<file path="src/rtl/weigh_frame_builder_macros.svh">
// Assertion macros for the weigh frame builder.
// Used by the top level; expands to nothing when SYNTHESIS is defined.
`ifndef WEIGH_FRAME_BUILDER_MACROS_SVH
`define WEIGH_FRAME_BUILDER_MACROS_SVH
`ifndef SYNTHESIS
// Same-cycle implication on the module clock
`define WFB_ASSERT_IMP(lbl, pre, post, msg) \
	lbl: assert property (@(posedge clk) disable iff (!arst_n) (pre) |-> (post)) \
		else $error(msg);
// Next-cycle implication on the module clock
`define WFB_ASSERT_NXT(lbl, pre, post, msg) \
	lbl: assert property (@(posedge clk) disable iff (!arst_n) (pre) |=> (post)) \
		else $error(msg);
`else
`define WFB_ASSERT_IMP(lbl, pre, post, msg)
`define WFB_ASSERT_NXT(lbl, pre, post, msg)
`endif
`endif

</file>
<file path="src/rtl/wfb_pkg.sv">
// Package for the weigh frame builder: frame byte codes, field widths,
// converter control type and an elaboration-time power of ten.
`timescale 1ns / 1ps
package wfb_pkg;
	localparam int BIN_W      = 17;
	localparam int DIGITS_DEF = 5;

	localparam logic [7:0] BYTE_START = 8'h0D;
	localparam logic [7:0] BYTE_SEP   = 8'h20;
	localparam logic [7:0] BYTE_ZERO  = 8'h00;
	localparam logic [7:0] BYTE_DIG0  = 8'h30;
	localparam logic [7:0] CKS_XOR    = 8'h7F;
	localparam logic [7:0] CKS_FLOOR  = 8'h20;

	// Control of one binary-to-decimal converter
	typedef struct packed {
		logic start;
		logic shift;
	} bcd_ctrl_t;

	function automatic longint pow10(input int n);
		longint p;
		p = 1;
		for (int i = 0; i < n; i++) begin
			p = p * 10;
		end
		return p;
	endfunction
endpackage

</file>
<file path="src/rtl/weigh_frame_builder.sv">
// Channel | dir | signals                                          | item
// in      | in  | in_valid in_ready status_byte weight ident_number | one frame request
//         |     | long_frame                                       |
// out     | out | out_valid out_ready frame_byte last_byte          | one frame byte
//
// A frame is accepted, then converted in the bit-serial binary-to-BCD
// converters (one shift per input bit, then a wait to see them finish), then
// sent one byte per cycle while the output is not stalled: 5 + DIGITS bytes
// short, 6 + 2*DIGITS long.
// The output register holds each byte until taken; a stall stops the sequencer.
// in_ready rises once the last byte sits in the output register.
// Reset clears the sequencer and output valid; no clearing pass is needed.
// Depends on wfb_pkg, wfb_bcd_conv and weigh_frame_builder_macros.svh.
`timescale 1ns / 1ps
`include "weigh_frame_builder_macros.svh"
module weigh_frame_builder import wfb_pkg::*; #(
	parameter int DIGITS = DIGITS_DEF
) (
	input  logic             clk,
	input  logic             arst_n,
	input  logic             in_valid,
	output logic             in_ready,
	input  logic [7:0]       status_byte,
	input  logic [BIN_W-1:0] weight,
	input  logic [BIN_W-1:0] ident_number,
	input  logic             long_frame,
	output logic             out_valid,
	input  logic             out_ready,
	output logic [7:0]       frame_byte,
	output logic             last_byte
);
	localparam longint TOP  = pow10(DIGITS);
	localparam longint MAXB = (longint'(1) << BIN_W) - 1;
	localparam logic [BIN_W-1:0] SAT_VAL = (TOP - 1 > MAXB) ? BIN_W'(MAXB) : BIN_W'(TOP - 1);
	localparam int DIG_CW = $clog2(DIGITS + 1);

	typedef enum logic [3:0] {
		S_IDLE, S_CONV, S_START, S_STAT, S_WDIG, S_SEP, S_IDIG, S_ZERO, S_CKS, S_END
	} state_t;

	state_t            state_q;
	logic [7:0]        status_q;
	logic              long_q;
	logic [7:0]        sum_q;
	logic [DIG_CW-1:0] dig_q;
	logic              out_valid_q;
	logic [7:0]        frame_byte_q;
	logic              last_byte_q;

	logic              accept;
	logic              can_load;
	logic              emit;
	logic [7:0]        byte_d;
	logic [7:0]        cks_x;
	logic [7:0]        cks;
	logic [BIN_W-1:0]  weight_sat;
	logic [BIN_W-1:0]  ident_sat;
	bcd_ctrl_t         w_ctrl;
	bcd_ctrl_t         i_ctrl;
	logic              w_busy;
	logic              i_busy;
	logic [3:0]        w_digit;
	logic [3:0]        i_digit;

	assign accept   = in_valid && in_ready;
	assign in_ready = (state_q == S_IDLE);
	assign can_load = !out_valid_q || out_ready;
	assign emit     = can_load && (state_q != S_IDLE) && (state_q != S_CONV);

	// Saturate values that do not fit in DIGITS digits
	assign weight_sat = (weight > SAT_VAL) ? SAT_VAL : weight;
	assign ident_sat  = (ident_number > SAT_VAL) ? SAT_VAL : ident_number;

	// Drive the converters: start on accept, shift after each digit byte
	assign w_ctrl = '{start: accept, shift: emit && (state_q == S_WDIG)};
	assign i_ctrl = '{start: accept, shift: emit && (state_q == S_IDIG)};

	wfb_bcd_conv #(.DIGITS(DIGITS)) u_wconv (
		.clk(clk), .arst_n(arst_n), .ctrl(w_ctrl), .bin_in(weight_sat),
		.busy(w_busy), .digit(w_digit)
	);

	wfb_bcd_conv #(.DIGITS(DIGITS)) u_iconv (
		.clk(clk), .arst_n(arst_n), .ctrl(i_ctrl), .bin_in(ident_sat),
		.busy(i_busy), .digit(i_digit)
	);

	// Checksum from the running sum, lifted above the control range
	assign cks_x = sum_q ^ CKS_XOR;
	assign cks   = (cks_x < CKS_FLOOR) ? cks_x + CKS_FLOOR : cks_x;

	// Select the byte of the current frame position
	always_comb begin
		unique case (state_q)
			S_START: byte_d = BYTE_START;
			S_STAT:  byte_d = status_q;
			S_WDIG:  byte_d = BYTE_DIG0 | {4'd0, w_digit};
			S_SEP:   byte_d = BYTE_SEP;
			S_IDIG:  byte_d = BYTE_DIG0 | {4'd0, i_digit};
			S_CKS:   byte_d = cks;
			default: byte_d = BYTE_ZERO;
		endcase
	end

	// Sequencer and output register
	always_ff @(posedge clk or negedge arst_n) begin
		if (!arst_n) begin
			state_q      <= S_IDLE;
			out_valid_q  <= 1'b0;
			last_byte_q  <= 1'b0;
			frame_byte_q <= '0;
			status_q     <= '0;
			long_q       <= 1'b0;
			sum_q        <= '0;
			dig_q        <= '0;
		end else begin
			if (out_valid_q && out_ready && !emit) begin
				out_valid_q <= 1'b0;
			end
			if (emit) begin
				out_valid_q  <= 1'b1;
				frame_byte_q <= byte_d;
				last_byte_q  <= (state_q == S_END);
				sum_q        <= sum_q + byte_d;
			end
			unique case (state_q)
				S_IDLE: begin
					if (accept) begin
						status_q <= status_byte;
						long_q   <= long_frame;
						sum_q    <= '0;
						state_q  <= S_CONV;
					end
				end
				S_CONV: begin
					if (!w_busy && !i_busy) begin
						state_q <= S_START;
					end
				end
				S_START: if (emit) state_q <= S_STAT;
				S_STAT: begin
					if (emit) begin
						dig_q   <= DIG_CW'(DIGITS - 1);
						state_q <= S_WDIG;
					end
				end
				S_WDIG: begin
					if (emit) begin
						dig_q <= dig_q - 1'b1;
						if (dig_q == '0) begin
							state_q <= long_q ? S_SEP : S_ZERO;
						end
					end
				end
				S_SEP: begin
					if (emit) begin
						dig_q   <= DIG_CW'(DIGITS - 1);
						state_q <= S_IDIG;
					end
				end
				S_IDIG: begin
					if (emit) begin
						dig_q <= dig_q - 1'b1;
						if (dig_q == '0) begin
							state_q <= S_ZERO;
						end
					end
				end
				S_ZERO: if (emit) state_q <= S_CKS;
				S_CKS:  if (emit) state_q <= S_END;
				S_END:  if (emit) state_q <= S_IDLE;
				default: state_q <= S_IDLE;
			endcase
		end
	end

	assign out_valid  = out_valid_q;
	assign frame_byte = frame_byte_q;
	assign last_byte  = last_byte_q;

	// Checks on sequencing and frame content
	`WFB_ASSERT_NXT(a_busy_after_accept, accept, !in_ready, "in_ready high after accept")
	`WFB_ASSERT_IMP(a_last_is_zero, out_valid && last_byte,
		frame_byte == BYTE_ZERO, "last byte nonzero")
	`WFB_ASSERT_NXT(a_cks_floor, emit && (state_q == S_CKS),
		frame_byte >= CKS_FLOOR, "checksum below floor")
	`WFB_ASSERT_IMP(a_conv_done, (state_q == S_WDIG) || (state_q == S_IDIG),
		!w_busy && !i_busy, "digits read during conversion")
endmodule

</file>
<file path="src/rtl/wfb_bcd_conv.sv">
// Bit-serial binary to BCD converter (shift and add-3), one input bit per cycle.
// Digits are then shifted out most significant first. Depends on wfb_pkg.
`timescale 1ns / 1ps
module wfb_bcd_conv import wfb_pkg::*; #(
	parameter int DIGITS = DIGITS_DEF
) (
	input  logic                  clk,
	input  logic                  arst_n,
	input  bcd_ctrl_t             ctrl,
	input  logic [BIN_W-1:0]      bin_in,
	output logic                  busy,
	output logic [3:0]            digit
);
	localparam int BCD_W = 4 * DIGITS;
	localparam int CNT_W = $clog2(BIN_W + 1);

	logic [BIN_W-1:0] bin_q;
	logic [BCD_W-1:0] bcd_q;
	logic [BCD_W-1:0] adj;
	logic [CNT_W-1:0] cnt_q;

	// Add 3 to every digit of 5 or more before the shift
	always_comb begin
		for (int d = 0; d < DIGITS; d++) begin
			adj[4*d +: 4] = (bcd_q[4*d +: 4] >= 4'd5) ? bcd_q[4*d +: 4] + 4'd3
				: bcd_q[4*d +: 4];
		end
	end

	// Control: bit counter
	always_ff @(posedge clk or negedge arst_n) begin
		if (!arst_n) begin
			cnt_q <= '0;
		end else if (ctrl.start) begin
			cnt_q <= CNT_W'(BIN_W);
		end else if (cnt_q != '0) begin
			cnt_q <= cnt_q - 1'b1;
		end
	end

	// Datapath: load, convert one bit per cycle, then shift out digits
	always_ff @(posedge clk) begin
		if (ctrl.start) begin
			bin_q <= bin_in;
			bcd_q <= '0;
		end else if (cnt_q != '0) begin
			bcd_q <= {adj[BCD_W-2:0], bin_q[BIN_W-1]};
			bin_q <= {bin_q[BIN_W-2:0], 1'b0};
		end else if (ctrl.shift) begin
			bcd_q <= bcd_q << 4;
		end
	end

	assign busy  = (cnt_q != '0);
	assign digit = bcd_q[BCD_W-1 -: 4];
endmodule
</file>
<file path="config.mk">
export PLATFORM = sky130hd
export DESIGN_NAME = weigh_frame_builder
export DESIGN_NICKNAME = d
export VERILOG_FILES = /design/src/rtl/wfb_pkg.sv /design/src/rtl/weigh_frame_builder.sv /design/src/rtl/wfb_bcd_conv.sv
export VERILOG_INCLUDE_DIRS = /design/src /design/src/rtl
export SDC_FILE = /design/constraint.sdc
export NUM_CORES = 1
export LEC_CHECK = 0
export ABC_AREA = 1
export BUFFER_PORTS_ARGS = -buffer_cell sky130_fd_sc_hd__buf_2
export CAP_MARGIN = 25
export CORE_MARGIN = 3
export CORE_UTILIZATION = 65
export CTS_CLUSTER_DIAMETER = 60
export DETAILED_ROUTE_END_ITERATION = 6
export PLACE_DENSITY = 0.84
export SYNTH_ARGS = -nofsm -noshare
export SYNTH_HDL_FRONTEND = slang
export SYNTH_SLANG_ARGS = --single-unit
export TNS_END_PERCENT = 5
</file>
<file path="constraint.sdc">
create_clock -name clk -period 5.7 [get_ports clk]
set_input_delay 0.855 -clock clk [delete_from_list [all_inputs] [get_ports clk]]
set_output_delay 0.855 -clock clk [all_outputs]
set_load 0.01 [all_outputs]
</file>
==> summary.json <==
{
  "setup.worst_path.end_class": {"value": "register"},
  "pre_cts_setup_slack": {"value": 2.55, "unit": "ns"},
  "drtPass1Iterations": {"value": 5},
  "timing.final.crit_share": {"value": 51.9, "unit": "%"},
  "drt-total-wl": {"value": 16.0, "unit": "mm"},
  "syn_area": {"value": 0.00684, "unit": "mm²"},
  "met3_length": {"value": 1.03, "unit": "mm"},
  "ant_nets_after_route": {"value": 0},
  "tritoncts.num_buffers": {"value": 17},
  "power-per-cell-area": {"value": 655, "unit": "mW/mm²"},
  "cts-root-buf": {"value": "sky130_fd_sc_hd__clkbuf_8"},
  "asyncSetResetFlopFracSynth": {"value": 37.3, "unit": "%"},
  "netlist_top_cells_area": {"value": "sky130_fd_sc_hd__dfrtp_1 (16%), sky130_fd_sc_hd__edfxtp_1 (15%), sky130_fd_sc_hd__dfxtp_1 (12%)"},
  "synth_enable_flop_cells": {"value": 34},
  "timing_max_transition_violations_final": {"value": 0},
  "filler_cell_count": {"value": 760},
  "clock-skew-final": {"value": 0.00744, "unit": "ns"},
  "synth_area_per_cell": {"value": 7.93, "unit": "µm²"},
  "crit_arrival": {"value": 3.37, "unit": "ns"},
  "ys_dominant_reg_cell": {"value": "sky130_fd_sc_hd__dfrtp_1"},
  "total_area_of_multi_input_combinational_cells": {"value": 0.00329, "unit": "mm²"},
  "syn_nets": {"value": 945},
  "register_area_share_after_synthesis": {"value": 42.7, "unit": "%"},
  "fin_ws": {"value": 2.74, "unit": "ns"},
  "met2_length": {"value": 7.81, "unit": "mm"},
  "drt_iter0_drcs": {"value": 441},
  "post-cts-setup-buffers": {"value": 0},
  "leakage_power": {"value": 3.78, "unit": "nW"},
  "hpwl": {"value": 10.6, "unit": "mm"},
  "yosys.area.top_type": {"value": "sky130_fd_sc_hd__dfrtp_1"},
  "worstPathRequired": {"value": 6.12, "unit": "ns"},
  "die_height": {"value": 109, "unit": "µm"},
  "fin_setup_tns": {"value": 0, "unit": "ns"},
  "numPortBuffers": {"value": 57},
  "synth_top_area_share": {"value": 16.1, "unit": "%"},
  "slew-limit-headroom": {"value": 34.3, "unit": "%"},
  "max_slew.worst_pin.slew": {"value": 0.985, "unit": "ns"},
  "finalCriticalPeriod": {"value": 2.96, "unit": "ns"},
  "initial_core_util": {"value": 68.4, "unit": "%"},
  "detail_route.vias_per_cell": {"value": 5.81},
  "final_hold_viol_count": {"value": 0},
  "cts.htree.levels": {"value": 4},
  "via_count": {"value": 6141},
  "max_freq": {"value": 0.338, "unit": "GHz"},
  "clock-sinks": {"value": 118},
  "met1Wirelength": {"value": 6.74, "unit": "mm"},
  "areaGrowthSynthToFinish": {"value": 12.3, "unit": "%"},
  "grt_pass1_wl": {"value": 26.8, "unit": "mm"},
  "final-setup-viol-count": {"value": 0},
  "drc": {"value": 0},
  "clk_pin_slew": {"value": 0.06, "unit": "ns"},
  "ir_worst_vdd": {"value": 0.000353, "unit": "V"},
  "synth-warning-count": {"value": 0},
  "grt_start_max_net_pins": {"value": 62},
  "gp_congestion": {"value": 0.920},
  "worstSetupStartpointType": {"value": "register"},
  "hold_removal_path_class": {"value": "in2async"},
  "rsz_0062_raised_after_global_routing": {"value": "no"},
  "postSynthRegisterBits": {"value": 118},
  "insertedDiodeCount": {"value": 0},
  "layout-drive-gt1-share": {"value": 14.6, "unit": "%"},
  "run_status": {"value": "completed"},
  "placeableCoreArea": {"value": 0.0100, "unit": "mm²"},
  "netlist_instances": {"value": 863},
  "clock_tree.buffer_depth": {"value": 2},
  "postCtsResizedCells": {"value": 0},
  "fp.dieArea": {"value": 0.0118, "unit": "mm²"},
  "number_of_different_library_cells_in_the_post_synthesis_netlist": {"value": 48},
  "timing_worst_setup_path_type": {"value": "reg2reg"},
  "fp.dieW": {"value": 109, "unit": "µm"},
  "maxCapViolations": {"value": 0},
  "finalNetCount": {"value": 993},
  "globalRouteTotalUtil": {"value": 28.6, "unit": "%"},
  "yosys.cell_count.top_type": {"value": "sky130_fd_sc_hd__nand2_1"},
  "boundaryPins": {"value": 58},
  "num_rows": {"value": 36},
  "detail_route.wl_per_cell": {"value": 15.1, "unit": "µm"},
  "via_count_of_the_first_global_routing_pass": {"value": 6025},
  "grt_antenna_before_repair": {"value": 0},
  "synth_common_cells": {"value": "sky130_fd_sc_hd__nand2_1 (209), sky130_fd_sc_hd__inv_1 (105), sky130_fd_sc_hd__o21ai_0 (95)"},
  "worst-path-max-fanout": {"value": 55},
  "cts_hold_fix_bufs": {"value": 0},
  "gr-total-overflow": {"value": 0},
  "cts_tree": {"value": "done"},
  "routed.top_layer": {"value": "met4"},
  "register_area": {"value": 0.00292, "unit": "mm²"},
  "clock_latency": {"value": 0.53, "unit": "ns"}
}
[layout by cell type, fill, tap and decap left out, drive strengths merged, types with 6 or more instances in the layout]
cell type    n
buf         59
o21ai      122
clkinv       8
a21oi       46
o211ai       9
dfxtp       40
a31oi        6
ha          34
edfxtp      34
nand2      220
nand3       37
inv        113
clkbuf      17
dfrtp       44
nor2        67
xor2        16
[state kept, by name, indices dropped and copies added (netlist names), 3 cells and up]
signal         count
u_iconv.bcd_q     20
u_wconv.bcd_q     20
u_iconv.cnt_q      5
dig_q              3
status_q           8
state_q            4
frame_byte         8
u_iconv.bin_q     17
u_wconv.bin_q     17
u_wconv.cnt_q      5
sum_q              8
[logic make-up (layout without fill, tap and decap cells)]
group | count (synthesis) | in the layout | synth area share, %
AOI/OAI and AO/OA | 210 | 210 | 17.6
xor gates and xnor gates | 17 | 17 | 2.18
adders and majority gates | 35 | 35 | 6.51
buffers and inverters | 142 | 203 | 9.24
DFF | 118 | 118 | 42.7
and+or+nand+nor | 341 | 341 | 21.8
[metal layers]
metal  up-vias  GRT usage [%]
met2       257           47.1
met4         0           13.0
met1      2876           36.3
li1       2956              -
met3        52           5.79
met5         -              0
[power breakdown]
part           internal [mW]  switching (mW)
logic                  0.865            1.50
registers               1.35           0.301
clock network          0.621           0.401
[worst max-delay path, cell delays in order, from the launching register on]
cell and delay, ns:
sky130_fd_sc_hd__dfrtp_1 0.41, sky130_fd_sc_hd__inv_1 0.14, sky130_fd_sc_hd__nand2_4 0.14, sky130_fd_sc_hd__nor2_4 0.05, sky130_fd_sc_hd__nand2_2 0.48, sky130_fd_sc_hd__buf_4 0.61
sky130_fd_sc_hd__nand2_1 0.60, sky130_fd_sc_hd__o21ai_0 0.40
[layout make-up]
class | count | share of cell area [%]
Clock buffer | 17 | 5.39
Clock inverter | 15 | 2.04
Inverter | 112 | 5.54
Multi-Input combinational cell | 603 | 42.8
Sequential cell | 118 | 38.0
Tap cell | 133 | 2.17
Timing Repair Buffer | 59 | 4.07
[metrics by stage]
step	utilization (%)	area, µm²	hold slack (ns)	instances	power [mW]
global route	76.9	7680	0.150	1057	5.48
floorplan	-	6840	0.449	863	3.44
finish	76.9	7680	0.154	1057	5.03
CTS	76.7	7660	0.477	1056	5.01
detailed placement	70.9	7090	0.460	1024	3.93
global placement	70.9	7090	0.458	1024	3.78
[worst paths after layout]
| check | startpoint | endpoint | slack, ns | depth (start not counted) |
|---|---|---|---|---|
| max in group asynchronous | arst_n | u_wconv.cnt_q[0]$_DFFE_PN0P_ | 5.09 | 2 |
| min | arst_n | frame_byte[0]$_DFFE_PN0P_ | 0.15 | 1 |
| min reg2reg | frame_byte[2]$_DFFE_PN0P_ | frame_byte[2]$_DFFE_PN0P_ | 0.47 | 2 |
| max | state_q[0]$_DFFE_PN0P_ | u_iconv.cnt_q[0]$_DFFE_PN0P_ | 2.74 | 7 |
| max reg2reg | state_q[0]$_DFFE_PN0P_ | u_iconv.cnt_q[0]$_DFFE_PN0P_ | 2.74 | 7 |
| min in group clk | frame_byte[2]$_DFFE_PN0P_ | frame_byte[2]$_DFFE_PN0P_ | 0.47 | 2 |
(Power assumes the default switching activity.)
